## config.mk

```make
export PLATFORM = sky130hd
export DESIGN_NAME = i2c_master_bit_sequencer_core
export DESIGN_NICKNAME = d
export VERILOG_FILES = /design/src/sv/i2cms_pkg.sv /design/src/sv/i2c_master_bit_sequencer_core.sv
export SDC_FILE = /design/constraint.sdc
export NUM_CORES = 1
export LEC_CHECK = 0
export BUFFER_PORTS_ARGS = -buffer_cell sky130_fd_sc_hd__buf_4
export CAP_MARGIN = 15
export CORE_MARGIN = 8
export CORE_UTILIZATION = 57
export DETAILED_ROUTE_END_ITERATION = 8
export GPL_TIMING_DRIVEN = 0
export PLACE_DENSITY = 0.87
export SETUP_SLACK_MARGIN = 0.4
export SLEW_MARGIN = 20
export SYNTH_ARGS = -nofsm -noshare
export SYNTH_HDL_FRONTEND = slang
export SYNTH_SLANG_ARGS = --single-unit
```

## constraint.sdc

```tcl
create_clock -name clk -period 2.72 [get_ports clk]
set_input_delay 0.544 -clock clk [delete_from_list [all_inputs] [get_ports clk]]
set_output_delay 0.544 -clock clk [all_outputs]
set_load 0.01 [all_outputs]
```

## src/sv/i2cms_pkg.sv

```systemverilog
// Package for the I2C master bit sequencer: command codes and field widths.
`default_nettype none
package i2cms_pkg;

  localparam int unsigned FUNC_W  = 3;
  localparam int unsigned BYTE_W  = 8;
  localparam int unsigned TICKS_W = 16;
  localparam int unsigned PHASE_W = 2;
  localparam int unsigned BIT_W   = 3;

  typedef logic [FUNC_W-1:0] func_t;

  localparam func_t FUNC_START = 3'd0;
  localparam func_t FUNC_STOP  = 3'd1;
  localparam func_t FUNC_WRITE = 3'd2;
  localparam func_t FUNC_WACK  = 3'd3;
  localparam func_t FUNC_NACK  = 3'd4;

  localparam logic [TICKS_W-1:0] PHASE_TICKS_RST = 16'd10;

  // Phase position inside a bit slot, and the last bit of a byte.
  localparam logic [PHASE_W-1:0] PH_FIRST = 2'd0;
  localparam logic [PHASE_W-1:0] PH_MID   = 2'd1;
  localparam logic [PHASE_W-1:0] PH_LAST  = 2'd2;
  localparam logic [BIT_W-1:0]   BIT_LAST = 3'd7;

endpackage
`default_nettype wire

```

## src/sv/i2c_master_bit_sequencer_core.sv

```systemverilog
// I2C master bit sequencer: turns bus commands into timed SCL/SDA phases.
//
//  channel  | dir | handshake              | payload
//  ---------+-----+------------------------+------------------------------------------
//  in_      | in  | in_valid / in_ready    | in_func, in_data_byte, in_sda_in
//  out_     | out | out_valid / out_ready  | out_scl_level, out_sda_level,
//           |     |                        | out_ack_missing, out_last
//  cfg_     | in  | cfg_wr_en (no wait)    | cfg_wr_data = phase_ticks
//
// One command at a time; each phase is one output transfer, and the next phase
// waits out the programmed phase length after one is taken before it is offered.
// A write byte is 24 phases, start is 3 phases, stop 2, wait-ack and nack 3.
// The data byte shifts out one bit per bit slot; unused codes are taken and dropped.
// Reset (rst_n low, synchronous) idles the bus high, phase_ticks to 10; stalls hold.
`default_nettype none
module i2c_master_bit_sequencer_core (
  input  wire logic                          clk,
  input  wire logic                          rst_n,
  // command transfer
  input  wire logic                          in_valid,
  output logic                               in_ready,
  input  wire logic [i2cms_pkg::FUNC_W-1:0]  in_func,
  input  wire logic [i2cms_pkg::BYTE_W-1:0]  in_data_byte,
  input  wire logic                          in_sda_in,
  // phase transfer
  output logic                               out_valid,
  input  wire logic                          out_ready,
  output logic                               out_scl_level,
  output logic                               out_sda_level,
  output logic                               out_ack_missing,
  output logic                               out_last,
  // phase length register
  input  wire logic                          cfg_wr_en,
  input  wire logic [i2cms_pkg::TICKS_W-1:0] cfg_wr_data
);

  typedef enum logic [1:0] {
    ST_IDLE,
    ST_HOLD,
    ST_EMIT
  } state_t;

  state_t                            state_r;
  logic [i2cms_pkg::TICKS_W-1:0]     phase_ticks_r;
  logic [i2cms_pkg::TICKS_W-1:0]     tick_r;
  i2cms_pkg::func_t                  func_r;
  logic [i2cms_pkg::BYTE_W-1:0]      shift_r;
  logic                              sda_seen_r;
  logic [i2cms_pkg::PHASE_W-1:0]     phase_r;
  logic [i2cms_pkg::BIT_W-1:0]       bit_r;
  logic                              scl_now_r;

  logic                              out_valid_r;
  logic                              out_scl_r;
  logic                              out_sda_r;
  logic                              out_nack_r;
  logic                              out_last_r;

  // Levels of the phase the counters point at.
  logic ph_scl, ph_sda, ph_nack, ph_last;
  logic cur_bit;
  logic func_ok;
  logic tick_done;

  assign cur_bit   = shift_r[i2cms_pkg::BYTE_W-1];
  assign func_ok   = (in_func <= i2cms_pkg::FUNC_NACK);
  assign tick_done = (tick_r <= i2cms_pkg::TICKS_W'(1));

  always_comb begin
    ph_scl  = 1'b1;
    ph_sda  = 1'b1;
    ph_nack = 1'b0;
    ph_last = 1'b0;
    unique case (func_r)
      i2cms_pkg::FUNC_START: begin
        ph_scl  = (phase_r != i2cms_pkg::PH_LAST);
        ph_sda  = (phase_r == i2cms_pkg::PH_FIRST);
        ph_last = (phase_r == i2cms_pkg::PH_LAST);
      end
      i2cms_pkg::FUNC_STOP: begin
        ph_scl  = 1'b1;
        ph_sda  = (phase_r == i2cms_pkg::PH_MID);
        ph_last = (phase_r == i2cms_pkg::PH_MID);
      end
      i2cms_pkg::FUNC_WRITE: begin
        // SDA is released on the falling edge after the eighth bit
        ph_scl  = (phase_r == i2cms_pkg::PH_FIRST) ? scl_now_r
                                                   : (phase_r == i2cms_pkg::PH_MID);
        ph_sda  = ((phase_r == i2cms_pkg::PH_LAST) && (bit_r == i2cms_pkg::BIT_LAST))
                  ? 1'b1 : cur_bit;
        ph_last = (phase_r == i2cms_pkg::PH_LAST) && (bit_r == i2cms_pkg::BIT_LAST);
      end
      i2cms_pkg::FUNC_WACK,
      i2cms_pkg::FUNC_NACK: begin
        ph_scl  = (phase_r == i2cms_pkg::PH_FIRST) ? scl_now_r
                                                   : (phase_r == i2cms_pkg::PH_MID);
        ph_sda  = 1'b1;
        ph_last = (phase_r == i2cms_pkg::PH_LAST);
        ph_nack = (phase_r == i2cms_pkg::PH_LAST) &&
                  (func_r == i2cms_pkg::FUNC_WACK) && sda_seen_r;
      end
      default: begin
        ph_last = 1'b1;
      end
    endcase
  end

  always_ff @(posedge clk) begin
    if (!rst_n) begin
      state_r       <= ST_IDLE;
      phase_ticks_r <= i2cms_pkg::PHASE_TICKS_RST;
      tick_r        <= '0;
      scl_now_r     <= 1'b1;
      out_valid_r   <= 1'b0;
      phase_r       <= i2cms_pkg::PH_FIRST;
      bit_r         <= '0;
    end else begin
      if (cfg_wr_en) begin
        phase_ticks_r <= cfg_wr_data;
      end
      unique case (state_r)
        ST_IDLE: begin
          if (in_valid && func_ok) begin
            func_r     <= in_func;
            shift_r    <= in_data_byte;
            sda_seen_r <= in_sda_in;
            phase_r    <= i2cms_pkg::PH_FIRST;
            bit_r      <= '0;
            tick_r     <= '0;
            state_r    <= ST_HOLD;
          end
        end
        ST_HOLD: begin
          if (tick_done) begin
            out_scl_r   <= ph_scl;
            out_sda_r   <= ph_sda;
            out_nack_r  <= ph_nack;
            out_last_r  <= ph_last;
            out_valid_r <= 1'b1;
            scl_now_r   <= ph_scl;
            state_r     <= ST_EMIT;
          end else begin
            tick_r <= tick_r - i2cms_pkg::TICKS_W'(1);
          end
        end
        ST_EMIT: begin
          if (out_ready) begin
            out_valid_r <= 1'b0;
            if (out_last_r) begin
              state_r <= ST_IDLE;
            end else begin
              tick_r  <= phase_ticks_r;
              state_r <= ST_HOLD;
              if (phase_r == i2cms_pkg::PH_LAST) begin
                phase_r <= i2cms_pkg::PH_FIRST;
                bit_r   <= bit_r + i2cms_pkg::BIT_W'(1);
                shift_r <= {shift_r[i2cms_pkg::BYTE_W-2:0], 1'b0};
              end else begin
                phase_r <= phase_r + i2cms_pkg::PHASE_W'(1);
              end
            end
          end
        end
        default: begin
          state_r <= ST_IDLE;
        end
      endcase
    end
  end

  assign in_ready        = (state_r == ST_IDLE);
  assign out_valid       = out_valid_r;
  assign out_scl_level   = out_scl_r;
  assign out_sda_level   = out_sda_r;
  assign out_ack_missing = out_nack_r;
  assign out_last        = out_last_r;

endmodule
`default_nettype wire

```

==> impl_summary.txt <==
----------------------------------------------------
[GRT]
  Wire length of the first global-routing pass ... 10.81 mm
  Global route overflow ... 0
  Pin count of the biggest net entering global routing ... 11
  Via count of the first global-routing pass ... 2406
  GR Util All Layers ... 0.1855
  Number of antenna violations at the first check in global routing ... 0

[Timing]
  Aggregate negative setup slack ... 0 ns
  Share of the clock period used by the worst path ... 0.8388
  Crit path setup slack, layout ... 0.4385 ns
  Setup Skew ... 0.006556 ns
  Setup repair after global routing missed its margin ... true
  Max-Slew Margin vs Limit ... 0.4501
  Final Hold Slack ... 0.3798 ns
  Number of slew-limit violations in the final report ... 0
  Final setup violation count ... 0
  Achievable clock frequency ... 0.4383 GHz
  Hold violation count in the final report ... 0
  Min cycle time layout ... 2.281 ns
  Slew of the pin with the lowest slew margin ... 0.8249 ns

[Clock tree]
  CTS tree ... built
  H-tree levels ... 3
  Clk_lat worst skew ... 0.34 ns
  Bufs on Longest Clock Path ... 2
  CTS clock-pin slew for the worst setup and hold paths ... 0.06 ns
  CTS root buffer ... clkbuf_8
  Number of CTS-inserted buffers ... 9
  Total clock sinks ... 57

[Routing]
  Routed Wire Length ... 6.903 mm
  Vias post-DR ... 2540
  DRC violation total after the first TritonRoute iteration ... 154
  Detail Route Antenna Nets ... 0
  Detailed-route wire length per cell ... 15.91 um
  Per-cell via count in the routed design ... 5.853
  Post-route DRC violation count ... 0
  Number of iterations in the first detailed-routing pass ... 5

[Synthesis]
  Post-synth EDFFs ... 16
  Post-synthesis sequential area ratio ... 0.4637
  Post-synthesis async set-or-reset flop share ... 0
  Combined area of all synthesized cells ... 2806 sq um
  Yosys cell types ... 41
  Number of synthesis warnings ... 0
  Register bit count reported by yosys ... 57
  Average size of a mapped cell ... 9.142 sq um
  Gate count after technology mapping ... 307
  Syn_nets ... 348
  Ys flop type ... dfxtp_1

[Setup path]
  Startpoint Class ... flop
  R2r setup slk ... 0.44 ns
  CP arrival ... 2.53 ns
  Cell-by-cell listing of the critical path ... inv_1 -> ha_2 -> nor2_2 -> nor4_4 -> nand4_1 -> or3b_4 -> buf_6 -> or2_2 -> o221ai_1
  Crit path largest cell delay ... 0.45 ns
  Type of the worst setup path ... flop to flop
  Crit path capture type ... flop
  Slowest stage cell on the critical path ... or3b_4
  Critical-path maximum fanout ... 6
  Critical path data required time ... 2.97 ns

[Placed design]
  Post-Place Cell Area ... 3161 sq um
  Count of buffers inserted at the top-level ports ... 36
  Dpl cells ... 410
  Minimum setup slack after placement ... 0.03948 ns
  Final Wtd Congestion ... 0.9349
  DP HPWL ... 4.706 mm

[Cells and area]
  N_diodes ... 0
  Fraction of layout instances using a drive strength above 1 ... 0.2316
  Fin cells ... 434
  Top library cells by usage in the layout, fill and taps aside ... buf_4 (44), dfxtp_1 (38), nor2_1 (37)
  Area growth, synth to finish ... 23.90%
  Most common library cell in the layout ignoring fill and taps ... buf_4
  Number of nets at the end of the flow ... 403
  Post-route cell area ... 3477 sq um

[Floorplan]
  Starting density of the core ... 0.5942
  Core Region ... 4723 sq um
  Number of placement rows ... 25
  Height of the die ... 86.17 um
  Die ar. ... 7425 sq um
  Die width ... 86.17 um
  Top-level I/O count ... 39

[Worst hold path]
  Hold WC Path Type ... primary input to flop

[Job]
  Max-cap violations ... 0

[Power and ir drop]
  Pleak ... 1.426 nW
  Peak VDD IR ... 0.7033 mV
  Pwr/cell area ... 965.3 nW/um^2

[Status]
  Status ... complete, no violations

----------------------------------------------------
==> metrics by stage <==
stage,util,total power [mW]
after floorplan,-,2.097
after global placement,0.6691,2.382
after detailed placement,0.6691,2.426
after CTS,0.7118,3.181
after global routing,0.7362,3.575
final,0.7362,3.356
==> cell type report <==
| type | instances | area, sq um |
|---|---|---|
| Fill cell | 352 | 1246 |
| Clock inverter | 5 | 46.29 |
| Timing Repair Buffer | 44 | 327.8 |
| Buffer | 17 | 90.09 |
| Tap cell | 67 | 83.83 |
| Inverter | 12 | 45.04 |
| Clock buffer | 11 | 131.4 |
| Sequential cell | 57 | 1305 |
| Multi-Input combinational cell | 221 | 1448 |
==> Yosys cell counts, types with 2 or more instances <==
cell,count,area share
nor4_1,6,0.013
edfxtp_1,16,0.17
o21a_1,3,0.0080
dfxtp_1,41,0.29
a221o_1,3,0.011
xor2_1,4,0.012
nor3_1,14,0.025
mux2_2,7,0.028
nand3b_1,2,0.0053
nand3_1,10,0.018
nor2b_1,3,0.0067
inv_1,11,0.015
clkbuf_1,11,0.015
mux2i_1,22,0.078
or3b_1,2,0.0062
xnor2_1,5,0.016
or4_1,3,0.0080
ha_1,8,0.036
nor3b_1,2,0.0053
a31oi_1,2,0.0045
o211ai_1,2,0.0053
buf_2,4,0.0071
nor2_1,39,0.052
and3_1,3,0.0067
a21oi_1,15,0.027
a22oi_1,7,0.019
nand2_1,27,0.036
o21ai_1,12,0.021
buf_4,2,0.0053
o21ai_0,10,0.018
==> sequential cells by signal, summed over array words and instances (netlist names) <==
name             flops
bit_r                3
state_r              2
out_scl_level        1
phase_r              2
tick_r              16
scl_now_r            1
out_ack_missing      1
func_r               3
sda_seen_r           1
out_last             1
out_sda_level        1
out_valid            1
phase_ticks_r       16
shift_r              8
==> metal layers <==
layer | vias to the layer above | global-route usage | part of all wire
li1 | 1205 | - | -
met1 | 1185 | 0.2034 | 0.39
met2 | 127 | 0.3142 | 0.49
met3 | 23 | 0.05955 | 0.086
met4 | 0 | 0.09546 | 0.030
met5 | - | 0 | 0
==> worst max-delay path: cells and delay by family, from the launching register on <==
family / cells / cell delay [ns]
compound gates: 1 / 0.20
fa+ha+maj: 1 / 0.21
buf+inv: 2 / 0.22
flops: 1 / 0.39
simple gates: 5 / 1.18
==> worst paths after layout <==
path	start	to	cells after the start
worst max register to register	tick_r[0]	tick_r[10]	9
worst min-delay path	in_sda_in	sda_seen_r	1
worst min register to register	phase_ticks_r[9]	tick_r[9]	2
worst max-delay path	tick_r[0]	tick_r[10]	9
==> power by group <==
group          leakage (nW)  switching (mW)  internal, mW
combinational         0.854           0.865         0.645
clock                0.0898           0.317         0.412
sequential            0.481          0.0955          1.02
total                  1.43            1.28          2.08
==> timing repair <==
item | in CTS | in global routing
pin swaps | 1 | 3
setup endpoints to repair | 11 | 28
gates resized for setup | 4 | 20
setup buffers | 1 | 6
hold buffers | 0 | 0
gates cloned | 0 | 1
==> cell families after synthesis <==
logic type      share of synthesized area
compound gates                     0.1271
simple gates                       0.1957
flops                              0.4637
buf+inv                           0.04324
mux                                0.1066
xor+xnor                          0.02809
fa+ha+maj                         0.03567
Note: power is estimated with default switching activity, not from simulation.
